<file path="src/rtl/core/line_editor_with_history_unit_macros.svh">
// Assertion macros shared by the line editor RTL.
`ifndef LINE_EDITOR_WITH_HISTORY_UNIT_MACROS_SVH
`define LINE_EDITOR_WITH_HISTORY_UNIT_MACROS_SVH

// Same-cycle implication, disabled while reset is asserted.
`define LEDIT_ASSERT_NOW(label, clk, rst_n, ante, cons) \
    label: assert property (@(posedge clk) disable iff (!rst_n) (ante) |-> (cons)) \
        else $error("line editor check failed");

// Next-cycle implication, disabled while reset is asserted.
`define LEDIT_ASSERT_NEXT(label, clk, rst_n, ante, cons) \
    label: assert property (@(posedge clk) disable iff (!rst_n) (ante) |=> (cons)) \
        else $error("line editor check failed");

`endif

</file>
<file path="src/rtl/core/ledit_pkg.sv">
// Types and constants shared by the line editor modules.
`timescale 1ns / 1ps

package ledit_pkg;

    typedef enum logic [2:0] {
        OP_KEY   = 3'd0,
        OP_LEFT  = 3'd1,
        OP_RIGHT = 3'd2,
        OP_HOME  = 3'd3,
        OP_END   = 3'd4,
        OP_OLDER = 3'd5,
        OP_NEWER = 3'd6,
        OP_READ  = 3'd7
    } op_t;

    localparam logic [7:0] KEY_CTRL_A    = 8'd1;
    localparam logic [7:0] KEY_CTRL_C    = 8'd3;
    localparam logic [7:0] KEY_CTRL_D    = 8'd4;
    localparam logic [7:0] KEY_CTRL_E    = 8'd5;
    localparam logic [7:0] KEY_BACKSPACE = 8'd8;
    localparam logic [7:0] KEY_LF        = 8'd10;
    localparam logic [7:0] KEY_CTRL_K    = 8'd11;
    localparam logic [7:0] KEY_CR        = 8'd13;
    localparam logic [7:0] KEY_CTRL_U    = 8'd21;
    localparam logic [7:0] KEY_CTRL_W    = 8'd23;
    localparam logic [7:0] KEY_SPACE     = 8'd32;
    localparam logic [7:0] KEY_PRINT_LO  = 8'd32;
    localparam logic [7:0] KEY_PRINT_HI  = 8'd126;
    localparam logic [7:0] KEY_DELETE    = 8'd127;

    typedef enum logic [2:0] {
        KIND_SIMPLE,
        KIND_INSERT,
        KIND_BKSP,
        KIND_DEL,
        KIND_WORD,
        KIND_ENTER,
        KIND_LOAD,
        KIND_READ
    } kind_t;

    typedef enum logic [4:0] {
        DC_NONE,
        DC_CAPTURE,
        DC_SIMPLE,
        DC_INS_START,
        DC_INS_STEP,
        DC_INS_PUT,
        DC_BS_START,
        DC_DEL_START,
        DC_REM_STEP,
        DC_REM_END,
        DC_WORD_START,
        DC_WORD_STEP,
        DC_WORD_END,
        DC_ENT_START,
        DC_ENT_STEP,
        DC_ENT_END,
        DC_PSH_STEP,
        DC_PSH_END,
        DC_LD_START,
        DC_LD_STEP,
        DC_LD_END,
        DC_OUT_LOAD
    } dp_cmd_t;

    typedef enum logic [2:0] {
        MODE_INS,
        MODE_REM,
        MODE_WORD,
        MODE_ENTER,
        MODE_PUSH,
        MODE_LOAD
    } mode_t;

    typedef struct packed {
        kind_t kind;
        logic  more;
        logic  push_needed;
        logic  out_free;
    } dp_stat_t;

endpackage

</file>
<file path="src/rtl/core/ledit_ctrl.sv">
// Sequencing state machine of the line editor.
`timescale 1ns / 1ps
`include "line_editor_with_history_unit_macros.svh"

module ledit_ctrl (
    input  logic               clk,
    input  logic               rst_n,
    input  logic               in_valid,
    output logic               in_ready,
    output ledit_pkg::dp_cmd_t cmd,
    input  ledit_pkg::dp_stat_t stat
);
    import ledit_pkg::*;

    typedef enum logic [14:0] {
        S_IDLE     = 15'b000000000000001,
        S_DECODE   = 15'b000000000000010,
        S_INS_RD   = 15'b000000000000100,
        S_INS_WR   = 15'b000000000001000,
        S_REM_RD   = 15'b000000000010000,
        S_REM_WR   = 15'b000000000100000,
        S_WORD_RD  = 15'b000000001000000,
        S_WORD_CHK = 15'b000000010000000,
        S_ENT_RD   = 15'b000000100000000,
        S_ENT_WR   = 15'b000001000000000,
        S_PSH_RD   = 15'b000010000000000,
        S_PSH_WR   = 15'b000100000000000,
        S_LD_RD    = 15'b001000000000000,
        S_LD_WR    = 15'b010000000000000,
        S_DONE     = 15'b100000000000000
    } state_t;

    state_t state_reg;
    state_t state_next;

    assign in_ready = (state_reg == S_IDLE);

    always_comb
    begin
        state_next = state_reg;
        cmd        = DC_NONE;
        case (state_reg)
            S_IDLE:
            begin
                if (in_valid)
                begin
                    cmd        = DC_CAPTURE;
                    state_next = S_DECODE;
                end
            end
            S_DECODE:
            begin
                case (stat.kind)
                    KIND_SIMPLE:
                    begin
                        cmd        = DC_SIMPLE;
                        state_next = S_DONE;
                    end
                    KIND_INSERT:
                    begin
                        cmd        = DC_INS_START;
                        state_next = S_INS_RD;
                    end
                    KIND_BKSP:
                    begin
                        cmd        = DC_BS_START;
                        state_next = S_REM_RD;
                    end
                    KIND_DEL:
                    begin
                        cmd        = DC_DEL_START;
                        state_next = S_REM_RD;
                    end
                    KIND_WORD:
                    begin
                        cmd        = DC_WORD_START;
                        state_next = S_WORD_RD;
                    end
                    KIND_ENTER:
                    begin
                        cmd        = DC_ENT_START;
                        state_next = S_ENT_RD;
                    end
                    KIND_LOAD:
                    begin
                        cmd        = DC_LD_START;
                        state_next = S_LD_RD;
                    end
                    default:
                    begin
                        state_next = S_DONE;
                    end
                endcase
            end
            S_INS_RD:
            begin
                if (stat.more)
                begin
                    state_next = S_INS_WR;
                end
                else
                begin
                    cmd        = DC_INS_PUT;
                    state_next = S_DONE;
                end
            end
            S_INS_WR:
            begin
                cmd        = DC_INS_STEP;
                state_next = S_INS_RD;
            end
            S_REM_RD:
            begin
                if (stat.more)
                begin
                    state_next = S_REM_WR;
                end
                else
                begin
                    cmd        = DC_REM_END;
                    state_next = S_DONE;
                end
            end
            S_REM_WR:
            begin
                cmd        = DC_REM_STEP;
                state_next = S_REM_RD;
            end
            S_WORD_RD:
            begin
                state_next = S_WORD_CHK;
            end
            S_WORD_CHK:
            begin
                if (stat.more)
                begin
                    cmd        = DC_WORD_STEP;
                    state_next = S_WORD_RD;
                end
                else
                begin
                    cmd        = DC_WORD_END;
                    state_next = S_REM_RD;
                end
            end
            S_ENT_RD:
            begin
                if (stat.more)
                begin
                    state_next = S_ENT_WR;
                end
                else
                begin
                    cmd        = DC_ENT_END;
                    state_next = stat.push_needed ? S_PSH_RD : S_DONE;
                end
            end
            S_ENT_WR:
            begin
                cmd        = DC_ENT_STEP;
                state_next = S_ENT_RD;
            end
            S_PSH_RD:
            begin
                if (stat.more)
                begin
                    state_next = S_PSH_WR;
                end
                else
                begin
                    cmd        = DC_PSH_END;
                    state_next = S_DONE;
                end
            end
            S_PSH_WR:
            begin
                cmd        = DC_PSH_STEP;
                state_next = S_PSH_RD;
            end
            S_LD_RD:
            begin
                if (stat.more)
                begin
                    state_next = S_LD_WR;
                end
                else
                begin
                    cmd        = DC_LD_END;
                    state_next = S_DONE;
                end
            end
            S_LD_WR:
            begin
                cmd        = DC_LD_STEP;
                state_next = S_LD_RD;
            end
            S_DONE:
            begin
                if (stat.out_free)
                begin
                    cmd        = DC_OUT_LOAD;
                    state_next = S_IDLE;
                end
            end
            default:
            begin
                state_next = S_IDLE;
            end
        endcase
    end

    always_ff @(posedge clk or negedge rst_n)
    begin
        if (!rst_n)
        begin
            state_reg <= S_IDLE;
        end
        else
        begin
            state_reg <= state_next;
        end
    end

    `LEDIT_ASSERT_NOW(a_load_when_free, clk, rst_n, cmd == DC_OUT_LOAD, stat.out_free)
    `LEDIT_ASSERT_NEXT(a_accept_decode, clk, rst_n, in_valid && in_ready, state_reg == S_DECODE)
    `LEDIT_ASSERT_NEXT(a_done_idle, clk, rst_n, (state_reg == S_DONE) && stat.out_free, state_reg == S_IDLE)

endmodule

</file>
<file path="config.mk">
export PLATFORM = sky130hd
export DESIGN_NAME = ledit_ctrl
export DESIGN_NICKNAME = d
export VERILOG_FILES = /design/src/rtl/core/ledit_pkg.sv /design/src/rtl/core/ledit_ctrl.sv
export VERILOG_INCLUDE_DIRS = /design/src /design/src/rtl/core
export SDC_FILE = /design/constraint.sdc
export NUM_CORES = 1
export LEC_CHECK = 0
export BUFFER_PORTS_ARGS = -buffer_cell sky130_fd_sc_hd__buf_2
export CORE_ASPECT_RATIO = 0.8
export CORE_MARGIN = 5
export CORE_UTILIZATION = 37
export CTS_CLUSTER_DIAMETER = 200
export DETAILED_ROUTE_END_ITERATION = 6
export MAX_ROUTING_LAYER = met4
export RECOVER_POWER = 25
export SYNTH_ARGS = -nofsm -noshare
export SYNTH_HDL_FRONTEND = slang
export SYNTH_SLANG_ARGS = --single-unit
</file>
<file path="constraint.sdc">
create_clock -name clk -period 2.7 [get_ports clk]
set_input_delay 0.135 -clock clk [delete_from_list [all_inputs] [get_ports clk]]
set_output_delay 0.135 -clock clk [all_outputs]
set_load 0.01 [all_outputs]
</file>
Yosys cells after proc, flatten, opt, wreduce, memory -nomap -nowiden
Index checks and enable logic that the tools add are counted.
{"block": "totals", "ff_bits": 15, "input_bits": 9, "output_inout_bits": 6, "elab_cells": 48}
{"block": "op_classes", "eq_ne": 23, "mux": 21, "reduce_logical": 3}
{"cell": "$pmux W15 S15", "n": 1}
{"cell": "$mux W15", "n": 8}
{"cell": "$pmux W15 S5", "n": 1}
{"cell": "$pmux W5 S14", "n": 1}
{"cell": "$pmux W5 S7", "n": 1}
{"cell": "$eq A15 B1 Y1 const B", "n": 1}
{"cell": "$eq A15 B10 Y1 const B", "n": 1}
{"cell": "$eq A15 B11 Y1 const B", "n": 1}
{"cell": "$eq A15 B12 Y1 const B", "n": 1}
{"cell": "$eq A15 B13 Y1 const B", "n": 1}
{"cell": "$eq A15 B14 Y1 const B", "n": 1}
{"cell": "$eq A15 B15 Y1 const B", "n": 1}
{"cell": "$eq A15 B2 Y1 const B", "n": 1}
{"cell": "$eq A15 B3 Y1 const B", "n": 1}
{"cell": "$eq A15 B4 Y1 const B", "n": 1}
{"cell": "$eq A15 B5 Y1 const B", "n": 1}
{"cell": "$eq A15 B6 Y1 const B", "n": 1}
{"cell": "$eq A15 B7 Y1 const B", "n": 1}
{"cell": "$eq A15 B8 Y1 const B", "n": 1}
{"cell": "$eq A15 B9 Y1 const B", "n": 1}
{"cell": "$mux W5", "n": 3}
{"cell": "$eq A3 B3 Y1 const B", "n": 3}
{"cell": "$mux W4", "n": 2}
{"cell": "$mux W7", "n": 1}
{"cell": "8 further kinds", "n": 11}

Logic depth before layout (Yosys ltp)
Gate-level depths: netlist (run 1).
{"block": "logic_depth", "ltp_word": 4, "depth_mapped": 7, "mapped_depth_nobuf": 6}

Worst setup path after synthesis (run 1)
OpenSTA, ideal clock, no wires.
{"block": "synth_timing", "path_kind": "register to output", "from": "register state_reg[8]", "to": "output port cmd[3]", "t_arrival_ps": 1990, "t_required_ps": 2565, "path_slack_ps": 575, "stages_incl_launch_ff": 7, "n_path_buf": 1, "path_cell_list": "dfrtp_1 buf_6 or4_4 or4_4 nor3b_4 inv_2 o2111ai_2"}
{"block": "synth_between", "elab_chain_cells": 2, "elab_cells_between_ends": 15, "classes_between": "14 x eq/ne; 1 x mux"}
{"element": "from (decl)", "line_no": "ledit_ctrl.sv:33", "text": "state_t state_reg;"}
{"element": "from (signal assigned)", "line_no": "ledit_ctrl.sv:220", "text": "state_reg <= state_next;"}
{"element": "$eq A15 B15 Y1 (tied with other cells)", "line_no": "ledit_ctrl.sv:42", "text": "case (state_reg)"}
{"element": "$pmux W5 S14 *", "line_no": "ledit_ctrl.sv:42"}
{"element": "to (decl)", "line_no": "ledit_ctrl.sv:10", "text": "output ledit_pkg::dp_cmd_t cmd,"}
Mark *: on every way between the ends. The rest lies on a longest branch, timed or not.

Worst setup path after layout (run 1)
Ends and elaborated chain as after synthesis.

==> results of run 1 <==
worst max path at each step:
stage,from,endpoint,slack (ns),depth (start not counted)
2_1_floorplan,state_reg[8],cmd[3],0.58,6
3_3_place_gp,state_reg[1],cmd[3],0.30,7
4_1_cts,state_reg[1],cmd[4],0.03,7
3_5_place_dp,state_reg[1],cmd[4],0.30,7
5_1_grt,state_reg[4],cmd[0],0.006,6
6_report,state_reg[8],cmd[3],0.09,6
cells by family (layout without fill, tap and decap cells):
kind of cell | Yosys count | in the layout | share of synthesized area [%]
compound gates | 22 | 22 | 14.0
mux | 2 | 2 | 1.80
buf+inv | 9 | 27 | 5.71
xor+xnor | 6 | 6 | 4.44
flops | 15 | 15 | 31.8
simple gates | 72 | 72 | 42.3
routing by layer:
| metal | vias up | GRT usage, % | wire [microns] | part of all wire [%] |
|---|---|---|---|---|
| li1 | 521 | - | - | - |
| met1 | 535 | 21.5 | 1490 | 47 |
| met2 | 33 | 22.4 | 1390 | 44 |
| met3 | 8 | 3.97 | 180 | 5.7 |
| met4 | 0 | 6.84 | 83 | 2.6 |
| met5 | - | - | 0 | 0 |
synth_stat cells, drive strengths merged (3+ instances only):
library cell | n | area, sq um
and2 | 6 | 38.8
and3 | 3 | 18.8
buf | 3 | 30.0
dfrtp | 14 | 350
inv | 5 | 18.8
nand2 | 10 | 37.5
nand3 | 5 | 25.0
nand4 | 6 | 37.5
nor2 | 7 | 26.3
nor3 | 7 | 35.0
nor3b | 5 | 65.1
nor4 | 4 | 46.3
nor4b | 3 | 26.3
o21ai | 5 | 25.0
or4 | 5 | 52.6
xnor2 | 4 | 35.0
power by group through the flow:
stage / clock, mW / combinational (mW) / sequential, mW
final: 0.188 / 0.309 / 0.281
after detailed placement: 0 / 0.293 / 0.279
after CTS: 0.192 / 0.296 / 0.275
after global routing: 0.207 / 0.336 / 0.284
after global placement: 0 / 0.293 / 0.277
after floorplan: 0 / 0.210 / 0.273
layout make-up:
class | count | share of cell area [%]
repair buffers | 18 | 7.44
well taps | 40 | 3.68
clock buffers | 4 | 3.31
flip-flops and latches | 15 | 27.9
multi-input cells | 102 | 56.2
inverters | 5 | 1.38
worst max-delay path, cell delays in order (launching register included):
cell	delay [ns]
dfrtp_2	0.48
or4_4	0.57
or4_4	0.53
nor3b_4	0.26
inv_2	0.07
o2111ai_2	0.16
buf_2	0.16
stage by stage:
step	instance area, sq um	hold slack (ns)
3_5_place_dp	1280	0.0689
3_3_place_gp	1280	0.0647
4_1_cts	1330	0.116
2_1_floorplan	1180	-0.161
5_1_grt	1360	0.125
6_report	1360	0.118
what timing repair did:
item                       in CTS  in global routing
hold buffers                    1                  0
hold endpoints to repair       14                  0
resized for setup               0                  7
setup endpoints to repair       0                  3
==> flow_summary_export.csv, run 1 <==
group,metric,value,unit
outcome,status,"finished, final reports clean",
die,dieArea,0.00444,sq mm
critical_path,worstSetupEndpointType,"output pin",
yosys,synth_edf_count,0,
drt,drcViolationCount,0,
critical_path,cp_max_fo,10,
power_and_ir_drop,p_clk_share,24.1,%
die,die_x,73.2,microns
global_route,grt_pass1_vias,1049,
layout,fin_cells,184,
die,dieHeight,60.6,microns
layout,drive_above_1_share,26.4,%
layout,regArea,380,sq um
yosys,seq_area_frac_synth,31.8,%
flow_run,drv_cap,0,
critical_path,start_kind,"register",
clocking,clockBufferDepth,2,
sta,slew_viol_final,0,
drt,ant_nets,0,
sta,slew-limit-headroom,42.7,%
die,io_pins,15,
critical_path,rrSetupSlack,0.54,ns
layout,area_growth,15.0,%
layout,finish.utilization,44.1,%
sta,max_slew.worst_pin.slew,0.860,ns
sta,post-route-min-period,2.61,ns
min_path,whs_path_depth,2,
sta,finalHoldViolCount,0,
clocking,path_clk_slew,0.06,ns
yosys,syn-num-nets,135,
placed_design,gp_congestion,0.999,
clocking,cts_buffers,3,
drt,drtIter0Drc,114,
yosys,synth_warnings,0,
global_route,grt_antenna_before_repair,0,
global_route,grt_usage,15.9,%
drt,vias_per_cell,5.96,
min_path,hp-class,"in2reg",
sta,worst_slack,0.0880,ns
critical_path,crit_arrival,2.48,ns
drt,vias,1097,
sta,clock_skew,0.00185,ns
die,rows,18,
layout,final_common_cell,"buf_2",
power_and_ir_drop,worst_ir_drop_vdd,0.000304,V
layout,fillCellCount,298,
die,core-area,0.00309,sq mm
power_and_ir_drop,total_power,777,uW
power_and_ir_drop,p_leak,0.586,nW
power_and_ir_drop,pwr-share-seq,36.2,%
drt,wl,3.15,mm
global_route,overflow,0,
power_and_ir_drop,switchingPower,282,uW
critical_path,required,2.57,ns
placed_design,dp_cells,179,
yosys,synth_area_per_cell,9.39,sq um
power_and_ir_drop,p_int,495,uW
clocking,cts_tree,"built",
min_path,min_to,"state_reg[14]",
yosys,netlist_area,0.00118,sq mm
critical_path,crit_type,"reg2out",
layout,mostFrequentLayoutCells,"buf_2 (13), dfrtp_1 (11), nand2_1 (10)",
critical_path,r2r_end,"state_reg[0]",
layout,multi_input_area,766,sq um
yosys,async_flop_share,100,%
global_route,grt_max_degree,16,
yosys,synth.distinct_cells,50,
yosys,synth_flop_cell,"dfrtp_1",
global_route,grt_first_pass_wirelength,5.14,mm
clocking,postCtsSetupBuffers,0,
sta,fin_crit_sh,96.7,%
sta,setup_viol,0,
placed_design,place_ws,0.303,ns
power_and_ir_drop,netSwitchingFraction,36.3,%
placed_design,hpwl,2.39,mm
min_path,min-delay-start,"stat[0]",
drt,wire_per_inst,17.1,microns
sta,setup_tns,0,ns
clocking,cts_sinks,15,
sta,rsz0062_at_grt,"false",
clocking,clk_latency,0.25,ns
drt,first_pass_iters,4,
clocking,cts-root-buf,"clkbuf_8",
yosys,synth_seq_cells,15,
power_and_ir_drop,power_density,571,mW/mm^2
critical_path,r2r_cells,7,
layout,fin_nets,154,
layout,n_antenna_cell,0,
clocking,htree_num_levels,1,
yosys,syn_inst,126,
placed_design,port_buffers,14,
layout,largest_register_ffs,15,
die,start_util,38.4,%
sta,fmax,383,MHz
critical_path,r2r-start,"state_reg[8]",
power_and_ir_drop,comb_power_share,39.7,%
Note: power is estimated with default switching activity, not from simulation.
==> run 2, diff against run 1 <==
Settings changed: PLACE_DENSITY_LB_ADDON from default to 0.2.
==> run 2 against run 1 <==
Effect of this change: flip-flop and latch count stayed put; cell area is 1.5% higher; global-route usage is 0.99 points lower; sequential share of layout area is 0.40 points lower; combinational power hardly changed; final cell count is 0.54% higher; core utilization is 0.65 points higher; power is 0.68% lower; register-to-register slack worse by 0.06 ns; setup slack worse by 0.0050 ns; largest cell class unchanged.
==> flow_summary_export.csv, run 2 (same netlist as run 1, synthesis figures left out) <==
group,metric,value,unit
layout,largest_register_ffs,15,
sta,worst_slack,0.0830,ns
critical_path,cp_max_fo,7,
clocking,clockBufferDepth,2,
critical_path,slowest_delay,0.51,ns
critical_path,crit_chain,"buf_6 > or4_4 > or4_4 > nor3b_4 > inv_2 > o2111ai_2 > buf_2",
drt,drcViolationCount,0,
sta,max_slew.worst_pin.slew,0.880,ns
min_path,min-delay-start,"stat[0]",
layout,final_cell_area,0.00138,sq mm
critical_path,required,2.57,ns
outcome,status,"finished, final reports clean",
drt,first_pass_iters,4,
die,rows,18,
die,core-area,0.00309,sq mm
layout,fin_cells,185,
die,die_x,73.2,microns
global_route,grt_first_pass_wirelength,4.94,mm
clocking,clk_latency,0.25,ns
sta,slew_viol_final,0,
drt,ant_nets,0,
sta,setup_viol,0,
sta,slew-limit-headroom,41.3,%
critical_path,cp_common_cell,"or4_4",
global_route,use_met2,22.0,%
clocking,path_clk_slew,0.06,ns
global_route,grtUsageMet1,20.1,%
sta,fin_crit_sh,96.9,%
placed_design,place_ws,0.274,ns
die,io_pins,15,
power_and_ir_drop,p_leak,0.596,nW
die,start_util,38.4,%
placed_design,hpwl,2.26,mm
power_and_ir_drop,total_power,772,uW
critical_path,crit_arrival,2.48,ns
layout,area_growth,16.7,%
global_route,grt_max_degree,16,
critical_path,critPathSlowestCell,"or4_4",
critical_path,r2r-start,"state_reg[9]",
critical_path,rrSetupSlack,0.48,ns
layout,n_antenna_cell,0,
clocking,cts_sinks,15,
global_route,top_usage_layer,"met2",
sta,holdWs,0.127,ns
layout,final_common_cell,"buf_2",
critical_path,crit_type,"reg2out",
power_and_ir_drop,worst_ir_drop_vdd,0.000300,V
clocking,cts_buffers,3,
drt,drtIter0Drc,57,
drt,wire_per_inst,16.5,microns
critical_path,worstSetupEndpointType,"output pin",
placed_design,gp_congestion,0.855,
sta,finalHoldViolCount,0,
global_route,grt_pass1_vias,1048,
min_path,hp-class,"in2reg",
critical_path,crit_start,"state_reg[9]",
placed_design,port_buffers,14,
global_route,met3_usage,2.15,%
die,dieHeight,60.6,microns
critical_path,start_kind,"register",
clocking,cts-root-buf,"clkbuf_8",
drt,wl,3.05,mm
layout,mostFrequentLayoutCells,"buf_2 (13), dfrtp_1 (11), nand2_1 (10)",
global_route,grt_antenna_before_repair,0,
placed_design,dp_cells,179,
clocking,cts_tree,"built",
sta,clock_skew,0.00347,ns
die,dieArea,0.00444,sq mm
sta,post-route-min-period,2.62,ns
drt,vias_per_cell,5.95,
flow_run,drv_cap,0,
clocking,htree_num_levels,1,
drt,vias,1100,
placed_design,place_area,0.00128,sq mm
power_and_ir_drop,power_density,559,mW/mm^2
sta,fmax,382,MHz
layout,fin_nets,155,
layout,drive_above_1_share,26.9,%
global_route,grt_usage,14.9,%
global_route,overflow,0,
[run 2: cell types whose count changed in the layout (fill, tap and decap cells not counted), sizes merged]
cell	before	now
buf	16	17
[run 2: report_power, final]
| group | total (mW) | switching (mW) | internal [mW] | leakage, nW |
|---|---|---|---|---|
| Combinational | 0.307 | 0.161 | 0.146 | 0.374 |
| Clock | 0.185 | 0.0803 | 0.104 | 0.0228 |
| Sequential | 0.281 | 0.0338 | 0.247 | 0.200 |
[run 2: repair_timing]
| item | 4_1_cts | 5_1_grt |
|---|---|---|
| gates resized for setup | 1 | 8 |
| endpoints found under the hold margin | 14 | 0 |
| pin swaps | 0 | 2 |
| endpoints found under the setup margin | 1 | 3 |
| hold buffers | 1 | 0 |
| setup buffers | 0 | 1 |
[run 2: critical path: cells and delay by family (launching register included)]
family          cells  cell delay (ns)
simple gates        3             1.26
compound gates      1             0.17
flops               1             0.42
buf+inv             3             0.38
[run 2: area by class of cell]
class / count / area [sq um]
repair buffers: 19 / 113
flip-flops and latches: 15 / 380
clock buffers: 4 / 45.0
inverters: 5 / 18.8
well taps: 40 / 50.0
multi-input cells: 102 / 774
fillers: 300 / 1700
[run 2: final timing paths]
kind | to | depth (start not counted)
setup / recovery | cmd[3] | 7
hold / removal | state_reg[14] | 2
setup reg to reg | state_reg[14] | 7
hold reg to reg | state_reg[7] | 1
max in group asynchronous | state_reg[11] | 2
min in group asynchronous | state_reg[4] | 2
[run 2: per-layer routing]
layer / share of wire, % / vias to the layer above / wire length (microns)
li1: - / 526 / -
met4: 2.7 / 0 / 82
met5: 0 / - / 0
met1: 45 / 513 / 1380
met2: 45 / 51 / 1380
met3: 6.8 / 10 / 207
[run 2: through the flow]
stage	TNS [ns]	util, %
6_report	0	44.8
5_1_grt	-0.0247	44.8
4_1_cts	0	43.4
3_5_place_dp	0	41.4
3_3_place_gp	0	41.4
2_1_floorplan	0	-
